===== src/rtl/matrix4_multiply_macros.svh =====
// Assertion macros shared by the matrix multiplier RTL.
`ifndef MATRIX4_MULTIPLY_MACROS_SVH
`define MATRIX4_MULTIPLY_MACROS_SVH
`ifndef ASSERT_OFF
// Same-cycle implication.
`define M4M_ASSERT_NOW(lbl, clk, rst, ante, cons) \
   lbl: assert property (@(posedge clk) disable iff (rst) (ante) |-> (cons)) \
      else $error("matrix4_multiply assertion failed");
// Next-cycle implication.
`define M4M_ASSERT_NXT(lbl, clk, rst, ante, cons) \
   lbl: assert property (@(posedge clk) disable iff (rst) (ante) |=> (cons)) \
      else $error("matrix4_multiply assertion failed");
`else
`define M4M_ASSERT_NOW(lbl, clk, rst, ante, cons)
`define M4M_ASSERT_NXT(lbl, clk, rst, ante, cons)
`endif
`endif


===== src/rtl/m4m_pkg.sv =====
// Shared types and constants of the 4x4 matrix multiplier.
`default_nettype none
package m4m_pkg;
   localparam int VALUE_WIDTH = 32;
   localparam int FRAC_BITS   = 16;
   localparam int PROD_WIDTH  = 2 * VALUE_WIDTH;
   localparam int ACC_WIDTH   = PROD_WIDTH + 2;

   localparam logic [VALUE_WIDTH-1:0] VALUE_MAX = {1'b0, {(VALUE_WIDTH-1){1'b1}}};
   localparam logic [VALUE_WIDTH-1:0] VALUE_MIN = {1'b1, {(VALUE_WIDTH-1){1'b0}}};

   localparam logic [1:0] FUNC_LOAD_LEFT  = 2'd0;
   localparam logic [1:0] FUNC_LOAD_RIGHT = 2'd1;
   localparam logic [1:0] FUNC_COMPUTE    = 2'd2;

   localparam logic [3:0] LAST_INDEX = 4'd15;

   // Tag that travels with each product term through the datapath.
   typedef struct packed {
      logic       vld;
      logic [3:0] idx;
      logic       first;
      logic       fin;
   } m4m_tag_type;

   typedef struct packed {
      logic done;
   } m4m_status_type;
endpackage
`default_nettype wire


===== src/rtl/m4m_store.sv =====
// One 16-entry element store with a registered read port and per-entry valid bits.
`default_nettype none
module m4m_store
   import m4m_pkg::*;
(
   input  wire logic                   clock,
   input  wire logic                   reset,
   input  wire logic                   wr_en,
   input  wire logic [3:0]             wr_addr,
   input  wire logic [VALUE_WIDTH-1:0] wr_data,
   input  wire logic [3:0]             rd_addr,
   output logic      [VALUE_WIDTH-1:0] rd_data
);
   logic [VALUE_WIDTH-1:0] mem [16];
   logic [15:0]            vld_ff;
   logic [VALUE_WIDTH-1:0] rd_data_ff;

   always_ff @(posedge clock) begin
      if (wr_en) begin
         mem[wr_addr] <= wr_data;
      end
      // Entries never written since reset read as zero.
      rd_data_ff <= vld_ff[rd_addr] ? mem[rd_addr] : '0;
   end

   always_ff @(posedge clock) begin
      if (reset) begin
         vld_ff <= '0;
      end else if (wr_en) begin
         vld_ff[wr_addr] <= 1'b1;
      end
   end

   assign rd_data = rd_data_ff;
endmodule
`default_nettype wire


===== src/rtl/m4m_mac.sv =====
// Multiply, accumulate, round and saturate stages of the matrix multiplier.
`default_nettype none
module m4m_mac
   import m4m_pkg::*;
(
   input  wire logic                   clock,
   input  wire logic                   reset,
   input  wire m4m_tag_type            s1_tag,
   input  wire logic [VALUE_WIDTH-1:0] left_data,
   input  wire logic [VALUE_WIDTH-1:0] right_data,
   output m4m_status_type              status,
   output logic                        rsp_valid,
   output logic [3:0]                  rsp_result_index,
   output logic [VALUE_WIDTH-1:0]      rsp_result_value,
   output logic                        rsp_saturated,
   output logic                        rsp_last
);
   m4m_tag_type                  s2_tag_ff;
   m4m_tag_type                  s3_tag_ff;
   logic signed [PROD_WIDTH-1:0] prod_ff;
   logic signed [PROD_WIDTH-1:0] prod_in;
   logic signed [ACC_WIDTH-1:0]  acc_ff;
   logic signed [ACC_WIDTH-1:0]  acc_in;
   logic signed [ACC_WIDTH-1:0]  shifted;
   logic [ACC_WIDTH-VALUE_WIDTH:0] upper;
   logic                         fits;
   logic                         neg;
   logic                         emit;
   logic                         rsp_valid_ff;
   logic [3:0]                   rsp_index_ff;
   logic [VALUE_WIDTH-1:0]       rsp_value_ff;
   logic [VALUE_WIDTH-1:0]       value_in;
   logic                         rsp_sat_ff;
   logic                         rsp_last_ff;

   always_comb begin
      prod_in = signed'(left_data) * signed'(right_data);
      acc_in  = s2_tag_ff.first ? ACC_WIDTH'(prod_ff) : acc_ff + ACC_WIDTH'(prod_ff);
   end

   // The arithmetic shift floors; the result fits when all bits above the
   // value's sign bit agree with it.
   always_comb begin
      shifted  = acc_ff >>> FRAC_BITS;
      upper    = shifted[ACC_WIDTH-1:VALUE_WIDTH-1];
      fits     = (&upper) || !(|upper);
      neg      = acc_ff[ACC_WIDTH-1];
      value_in = fits ? shifted[VALUE_WIDTH-1:0] : (neg ? VALUE_MIN : VALUE_MAX);
      emit     = s3_tag_ff.vld && s3_tag_ff.fin;
   end

   always_ff @(posedge clock) begin
      if (reset) begin
         s2_tag_ff    <= '0;
         s3_tag_ff    <= '0;
         rsp_valid_ff <= 1'b0;
      end else begin
         s2_tag_ff    <= s1_tag;
         s3_tag_ff    <= s2_tag_ff;
         rsp_valid_ff <= emit;
      end
   end

   always_ff @(posedge clock) begin
      prod_ff <= prod_in;
      if (s2_tag_ff.vld) begin
         acc_ff <= acc_in;
      end
      if (emit) begin
         rsp_index_ff <= s3_tag_ff.idx;
         rsp_value_ff <= value_in;
         rsp_sat_ff   <= !fits;
         rsp_last_ff  <= (s3_tag_ff.idx == LAST_INDEX);
      end
   end

   assign status.done      = emit && (s3_tag_ff.idx == LAST_INDEX);
   assign rsp_valid        = rsp_valid_ff;
   assign rsp_result_index = rsp_index_ff;
   assign rsp_result_value = rsp_value_ff;
   assign rsp_saturated    = rsp_sat_ff;
   assign rsp_last         = rsp_last_ff;
endmodule
`default_nettype wire


===== src/rtl/matrix4_multiply.sv =====
// Loads are taken one per cycle while busy is low; a compute beat keeps busy high until its last result.
// Its results follow in element order, each the sum of four product terms fed
// through the single multiplier and one read port per store.
// Results are strobed for one cycle each; the receiver cannot stall them.
// Synchronous active-high reset clears both stores to zero at once.
`default_nettype none
module matrix4_multiply
   import m4m_pkg::*;
(
   input  wire logic                   clock,
   input  wire logic                   reset,
   input  wire logic                   start,
   output logic                        busy,
   input  wire logic [1:0]             req_func,
   input  wire logic [3:0]             req_element_index,
   input  wire logic [VALUE_WIDTH-1:0] req_element_value,
   output logic                        rsp_valid,
   output logic [3:0]                  rsp_result_index,
   output logic [VALUE_WIDTH-1:0]      rsp_result_value,
   output logic                        rsp_saturated,
   output logic                        rsp_last
);
`include "matrix4_multiply_macros.svh"

   logic                   accept;
   logic                   busy_ff;
   logic                   issuing_ff;
   logic [5:0]             cnt_ff;
   logic [1:0]             term;
   logic [3:0]             elem;
   logic [3:0]             left_addr;
   logic [3:0]             right_addr;
   logic [VALUE_WIDTH-1:0] left_data;
   logic [VALUE_WIDTH-1:0] right_data;
   m4m_tag_type            s1_tag_ff;
   m4m_tag_type            s1_tag_in;
   m4m_status_type         status;

   assign accept = start && !busy_ff;
   assign term   = cnt_ff[1:0];
   assign elem   = cnt_ff[5:2];

   // Element (row, col) sums left[i*4+row] * right[col*4+i] over i.
   assign left_addr  = {term, elem[1:0]};
   assign right_addr = {elem[3:2], term};

   always_comb begin
      s1_tag_in.vld   = issuing_ff;
      s1_tag_in.idx   = elem;
      s1_tag_in.first = (term == 2'd0);
      s1_tag_in.fin   = (term == 2'd3);
   end

   always_ff @(posedge clock) begin
      if (reset) begin
         busy_ff    <= 1'b0;
         issuing_ff <= 1'b0;
         cnt_ff     <= '0;
         s1_tag_ff  <= '0;
      end else begin
         s1_tag_ff <= s1_tag_in;
         if (accept && (req_func == FUNC_COMPUTE)) begin
            busy_ff    <= 1'b1;
            issuing_ff <= 1'b1;
            cnt_ff     <= '0;
         end else begin
            if (issuing_ff) begin
               cnt_ff <= cnt_ff + 6'd1;
               if (&cnt_ff) begin
                  issuing_ff <= 1'b0;
               end
            end
            if (status.done) begin
               busy_ff <= 1'b0;
            end
         end
      end
   end

   m4m_store u_left (
      .clock   (clock),
      .reset   (reset),
      .wr_en   (accept && (req_func == FUNC_LOAD_LEFT)),
      .wr_addr (req_element_index),
      .wr_data (req_element_value),
      .rd_addr (left_addr),
      .rd_data (left_data)
   );

   m4m_store u_right (
      .clock   (clock),
      .reset   (reset),
      .wr_en   (accept && (req_func == FUNC_LOAD_RIGHT)),
      .wr_addr (req_element_index),
      .wr_data (req_element_value),
      .rd_addr (right_addr),
      .rd_data (right_data)
   );

   m4m_mac u_mac (
      .clock            (clock),
      .reset            (reset),
      .s1_tag           (s1_tag_ff),
      .left_data        (left_data),
      .right_data       (right_data),
      .status           (status),
      .rsp_valid        (rsp_valid),
      .rsp_result_index (rsp_result_index),
      .rsp_result_value (rsp_result_value),
      .rsp_saturated    (rsp_saturated),
      .rsp_last         (rsp_last)
   );

   assign busy = busy_ff;

   `M4M_ASSERT_NXT(a_compute_sets_busy, clock, reset, accept && (req_func == FUNC_COMPUTE), busy)
   `M4M_ASSERT_NOW(a_rsp_while_busy, clock, reset, rsp_valid, $past(busy_ff))
   `M4M_ASSERT_NOW(a_last_on_final, clock, reset, rsp_valid, rsp_last == (rsp_result_index == LAST_INDEX))
   `M4M_ASSERT_NOW(a_sat_extreme, clock, reset, rsp_valid && rsp_saturated, (rsp_result_value == VALUE_MAX) || (rsp_result_value == VALUE_MIN))
   `M4M_ASSERT_NOW(a_no_issue_idle, clock, reset, issuing_ff, busy_ff)
endmodule
`default_nettype wire


===== config.mk =====
export PLATFORM = sky130hd
export DESIGN_NAME = matrix4_multiply
export DESIGN_NICKNAME = d
export VERILOG_FILES = /design/src/rtl/m4m_pkg.sv /design/src/rtl/m4m_store.sv /design/src/rtl/m4m_mac.sv /design/src/rtl/matrix4_multiply.sv
export VERILOG_INCLUDE_DIRS = /design/src /design/src/rtl
export SDC_FILE = /design/constraint.sdc
export NUM_CORES = 2
export LEC_CHECK = 0
export ABC_AREA = 0
export BUFFER_PORTS_ARGS = -buffer_cell sky130_fd_sc_hd__buf_2
export CAP_MARGIN = 5
export CORE_MARGIN = 2
export CORE_UTILIZATION = 65
export DETAILED_ROUTE_END_ITERATION = 12
export PLACE_DENSITY = 0.88
export SLEW_MARGIN = 20
export SYNTH_ARGS = -nofsm -noshare
export SYNTH_HDL_FRONTEND = slang
export SYNTH_SLANG_ARGS = --single-unit

===== constraint.sdc =====
create_clock -name clock -period 19.37 [get_ports clock]
set_input_delay 2.9055 -clock clock [delete_from_list [all_inputs] [get_ports clock]]
set_output_delay 2.9055 -clock clock [all_outputs]
set_load 0.02 [all_outputs]

* Yosys cells after proc, flatten, opt, wreduce, memory -nomap -nowiden
Memories as Yosys holds them, arrays and structs flattened. A register that Yosys moved wholly into a read port is not among the register bits.
Cells that the tools add are included.
** Cells by class
- Bitwise logic cells :: 2
- Mux-type cells :: 18
- Eq/ne operators :: 4
- Reductions and logical operators :: 20
- Multiply operators :: 1
- $add $sub $neg :: 2
- Order comparisons :: 4
** Operator list (number)
- $add 66x64->66 :: 1
- $mux 66 :: 1
- $mul 32x32->64 :: 1
- $mux 32 :: 2
- $or 16x16->16 :: 2
- $reduce_and 19->1 :: 1
- $reduce_or 19->1 :: 1
- $lt 4x5->1 const B :: 3
- $mux 1 :: 12
- $bmux 1 s4 :: 2
- $logic_and 1x1->1 :: 7
- $add 6x1->6 const B :: 1
- $reduce_and 6->1 :: 1
- $logic_not 1->1 :: 5
- $demux 1 s4 :: 1
- $eq 2x2->1 const B :: 2
- $eq 4x4->1 const B :: 1
- $ge 4x1->1 const B :: 1
- $logic_not 2->1 :: 2
- $eq 2x1->1 const B :: 1
- $reduce_bool 2->1 :: 1
- $reduce_or 2->1 :: 1
- $logic_or 1x1->1 :: 1
** Word-level totals
- Bits in registers :: 229
- Input bits :: 41
- Word-level logic and storage cells :: 76
- Memories :: 2
- Memory bits (writable) :: 1024
- Output and inout bits :: 40
** Memory list
- u_left.mem :: words 16, bits a word 32, rd ports 1, clocked after Yosys merged registers in 1, write ports 1, RTL line m4m_store.sv:14 : logic [VALUE_WIDTH-1:0] mem [16];
- u_right.mem :: words 16, bits a word 32, rd ports 1, clocked after Yosys merged registers in 1, write ports 1, RTL line m4m_store.sv:14

* Depth between registers and ports, before layout
- Word-level depth :: 5
- Gate-level depth with buffers :: 30
- Depth with buffers taken out :: 28

* Modules after synthesis
Synthesis repeated with hierarchy kept, for this count alone.
** Unflattened totals
- Cell total of the unflattened synthesis :: 6775
- Area total of the unflattened synthesis :: 87893.0 um^2
** By module, submodules not included
- m4m_mac :: sequential area each 4684.5 um^2, cells an instance 4921, area an instance 46290.6 um^2, times used 1
- m4m_store at u_left :: sequential area each 16335.7 um^2, cells an instance 900, area an instance 20524.7 um^2, times used 1
- m4m_store at u_right :: sequential area each 16335.7 um^2, cells an instance 900, area an instance 20519.7 um^2, times used 1
- matrix4_multiply :: sequential area each 300.3 um^2, cells an instance 54, area an instance 558.0 um^2, times used 1

* Worst setup path after synthesis
Ideal clock, no wire load.
- Path type :: register -> register
- Start point :: register u_left.rd_data_ff[31], in the netlist u_left.rd_data[31] (read register of u_left.mem)
- End point :: register u_mac.prod_ff[60]
- Required time :: 19.298 ns
- Path buffers :: 1
- Cell stages (with the launch flop) :: 29
- Clock period less this slack :: 7.605 ns
- Data arrival time :: 7.533 ns
- Setup time :: 0.072 ns
- Path slack :: 11.765 ns
- Path through :: dfxtp_1 -> clkbuf_1 -> nand2_1 -> inv_1 -> fa_1 -> inv_1 -> fa_1 -> inv_1 -> fa_1 -> fa_1 -> inv_1 -> fa_1 -> inv_1 -> fa_1 -> inv_1 -> fa_1 -> inv_1 -> fa_1 -> ha_1 -> nand2_1 -> nand2b_1 -> a21o_1 -> a21oi_1 -> a21o_1 -> o221a_2 -> o31ai_2 -> a211o_1 -> a21oi_1 -> xnor2_1
** On the way
- Word-level cells in the longest chain between the ends :: 1
** Ends and longest elaborated chain
- from (decl) :: RTL line m4m_store.sv:16 : logic [VALUE_WIDTH-1:0] rd_data_ff;
- $mul 32x32->64 :: RTL line m4m_mac.sv:37 : prod_in = signed'(left_data) * signed'(right_data);
- via u_mac.prod_in[60] :: RTL line m4m_mac.sv:21 : logic signed [PROD_WIDTH-1:0] prod_in;
- to (signal assigned) :: RTL line m4m_mac.sv:65 : prod_ff <= prod_in;
- to (decl) :: RTL line m4m_mac.sv:20 : logic signed [PROD_WIDTH-1:0] prod_ff;
The timed path passes the listed nets, and every way through them passes these cells.
A chain may end at the register's enable or synchronous reset.

* Worst setup path in the final report
Same ends and word-level chain as after synthesis.

==> impl_metrics.env <==
export IMPL_finalSetupTns_ns=0
export IMPL_ys_flop_type="edfxtp_1"
export IMPL_htreeDepth=4
export IMPL_wl_per_cell_um=28.3
export IMPL_worst_pin_slew_ns=1.06
export IMPL_power_internal_mw=4.65
export IMPL_syn_inst=6587
export IMPL_cts_clk_slew_worst_paths_ns=0.08
export IMPL_pwr_share_clk=0.450
export IMPL_synthMuxAreaShare=0.0856
export IMPL_fin_crit_ns=8.89
export IMPL_antenna_found_initial=20
export IMPL_floorplan_initialDensity=0.655
export IMPL_worstSetupEndpointType="register"
export IMPL_use_met2=0.599
export IMPL_top_usage_layer="met2"
export IMPL_required_ns=20.08
export IMPL_max_freq_mhz=113
export IMPL_grt_setup_unrepaired="no"
export IMPL_cts_root_buf="clkbuf_16"
export IMPL_crit_path_max_fanout=32
export IMPL_ys_types=84
export IMPL_yosys_warnings=0
export IMPL_met3_usage=0.0874
export IMPL_cts_tree="built"
export IMPL_seq_area_frac_synth=0.430
export IMPL_clk_latency_ns=0.83
export IMPL_synth_compound_area_frac=0.0407
export IMPL_p_leak_nw=38.0
export IMPL_status="finished, final reports clean"
export IMPL_boundaryPins=81
export IMPL_cts_resized=0
export IMPL_ys_ff_latch=1317
export IMPL_met1_usage=0.438
export IMPL_layout_common_cells="edfxtp_1 (1128), fa_1 (1083), inv_1 (1040)"
export IMPL_max_vdd_ir_drop_uv=119
export IMPL_avgSynthCellArea_um2=13.3
export IMPL_relSlewSlack=0.291
export IMPL_async_flop_share=0
export IMPL_synth_area_leader_cell="edfxtp_1"
export IMPL_synth_top_cell_area_share=0.387
export IMPL_final_common_cell="edfxtp_1"
export IMPL_start_kind="register"
export IMPL_port_buffers=80
export IMPL_maxCapViolations=0
export IMPL_layout_drive_gt1_share=0.119
export IMPL_clock_sinks=1317
export IMPL_worstPathArrival_ns=9.59
export IMPL_grt_usage=0.360
export IMPL_post_synth_xor_area_fraction=0.0120
export IMPL_final_cells=8460
export IMPL_hold_buffers=0
export IMPL_via_count=55000
export IMPL_grt_pass1_wl_um=362000
export IMPL_fin_crit_sh=0.459
export IMPL_synth_area_um2=87500
export IMPL_p_sw_mw=1.36
export IMPL_synth_fa_ha_area_frac=0.284
export IMPL_synth_top_family_by_area="adder cells"
export IMPL_combinationalPowerShare=0.034
export IMPL_hp_class="reg -> reg"
export IMPL_cts_buffers=132
export IMPL_coreArea_um2=134000
export IMPL_die_area_um2=138000
export IMPL_synthSimpleGateAreaFrac=0.0887
export IMPL_nNetsFinal=7953
export IMPL_crit_type="reg -> reg"
export IMPL_die_width_um=371
export IMPL_switching_share=0.226
export IMPL_grt_pass1_vias=59500
export IMPL_hpwl_um=150000
export IMPL_die_h_um=371
export IMPL_drt_iter0_drc=7160
export IMPL_gp_congestion=0.945
export IMPL_via_per_inst=6.50
export IMPL_post_cts_buffers=0
export IMPL_hold_viol=0
export IMPL_ys_top_cells_by_area="edfxtp_1 (39%), fa_1 (25%), mux4_2 (8.4%)"
export IMPL_cellPowerDensity_nw_per_um2=63.6
export IMPL_grt_max_degree=94
export IMPL_num_rows=134
export IMPL_synth_edf_count=1128
export IMPL_syn_nets=7962
export IMPL_ant_nets=0
export IMPL_report_final_slew_viol_count=0
export IMPL_setup_violations=0
export IMPL_syn_to_final_growth_pct=7.94
export IMPL_post_place_cells=8212
export IMPL_p_seq_frac=0.517
export IMPL_dr_pass1_iters=9
export IMPL_routed_wl_um=239000
export IMPL_remaining_drc_errors=0
export IMPL_cts_path_max_buffers=3
export IMPL_finClkSkew_ns=0.0857
export IMPL_hold_worst_slack_ns=0.437
export IMPL_grt_overflow_total=0
final timing paths:
check | start | to | slack [ns] | cells after the start
worst max-delay path | u_left.rd_data[31] | u_mac.prod_ff[60] | 10.48 | 27
worst min-delay path | u_mac.s3_tag_ff[5] | u_mac.rsp_result_index[3] | 0.44 | 0
worst max register to register | u_left.rd_data[31] | u_mac.prod_ff[60] | 10.48 | 27
worst min register to register | u_mac.s3_tag_ff[5] | u_mac.rsp_result_index[3] | 0.44 | 0
registers in the layout (all words and copies together) (netlist names), 4 cells and up:
name / cells
u_left.mem: 512
u_mac.s3_tag_ff: 6
cnt_ff: 6
u_right.mem: 512
u_right.rd_data: 32
s1_tag_ff: 7
u_left.rd_data: 32
u_right.vld_ff: 16
u_mac.acc_ff: 66
u_mac.prod_ff: 64
u_mac.rsp_result_value: 32
u_mac.rsp_result_index: 4
u_left.vld_ff: 16
u_mac.s2_tag_ff: 7
stage by stage:
step	setup slack, ns	power [mW]	util	area, um2
6_report	10.48	6.01	0.707	94500
5_1_grt	10.06	6.11	0.707	94500
3_3_place_gp	10.52	3.34	0.673	90000
2_1_floorplan	11.76	3.26	-	87500
4_1_cts	10.18	6.01	0.707	94400
3_5_place_dp	10.21	3.35	0.673	90000
power groups by stage:
| stage | logic (mW) | clock network [mW] | registers, mW |
|---|---|---|---|
| floorplan | 0.108 | 0 | 3.16 |
| global placement | 0.179 | 0 | 3.16 |
| detailed placement | 0.191 | 0 | 3.16 |
| CTS | 0.197 | 2.71 | 3.10 |
| global route | 0.213 | 2.80 | 3.10 |
| finish | 0.204 | 2.70 | 3.10 |
logic make-up after synthesis:
group | count (synthesis)
muxes | 338
buffers and inverters | 1374
adders and majority gates | 1334
and+or+nand+nor | 1575
DFF | 1317
xor gates and xnor gates | 120
AOI/OAI and AO/OA | 529
cell type report:
cell class                 instances  area [um2]
clock inverter                    63         868
tap                             1768        2210
timing repair buffer             189        1220
sequential                      1317       37700
fill                            7828       39200
clock buffer                     177        3620
antenna                            8        20.0
inverter                        1042        3910
multi-input combinational       3896       44900
synth_stat cells, types with 5 or more instances:
library cell,number
a2111oi_0,7
o21a_1,22
xor2_1,39
a311oi_1,6
o21ba_2,9
a21boi_0,7
nor3b_1,5
o31ai_1,11
mux4_2,328
a31oi_1,11
nand2_1,655
a21oi_1,129
and3_1,14
o311ai_0,5
nor2_1,178
a21o_1,105
ha_1,251
o21ai_0,112
edfxtp_1,1128
buf_1,32
or3_1,6
and2_1,482
o21ai_1,9
buf_2,11
xnor2_1,81
dfxtp_1,189
inv_1,1040
a211oi_1,10
nand2b_1,25
clkbuf_1,289
o21bai_1,15
nor4_1,10
fa_1,1083
nand4_1,27
nor2b_1,98
a41oi_1,5
nand3_1,29
and4_1,7
mux2i_1,7
nor3_1,22
o211ai_1,10
critical path, stage by stage (launching register included):
cell and delay (ns):
dfxtp_2 0.74, nand2_1 0.25, inv_1 0.13, fa_1 0.41, inv_1 0.24, fa_1 0.46
inv_1 0.21, fa_1 0.52, fa_1 0.99, inv_1 0.46, fa_1 0.61, inv_1 0.06
fa_1 0.54, inv_1 0.05, fa_1 0.47, inv_1 0.05, fa_1 0.48, ha_1 0.38
nand2_1 0.11, nand2b_1 0.06, a21o_1 0.18, a21oi_1 0.23, a21o_1 0.19, o221a_2 0.21
o31ai_2 0.12, a211o_1 0.29, a21oi_1 0.18, xnor2_1 0.14
layer usage:
metal  part of all wire  routed length [um]
met5            0.00059                 140
met4              0.060               14400
met3               0.11               27100
met2               0.49              118000
met1               0.33               79800
No activity file was read; power rests on OpenSTA's default activity.
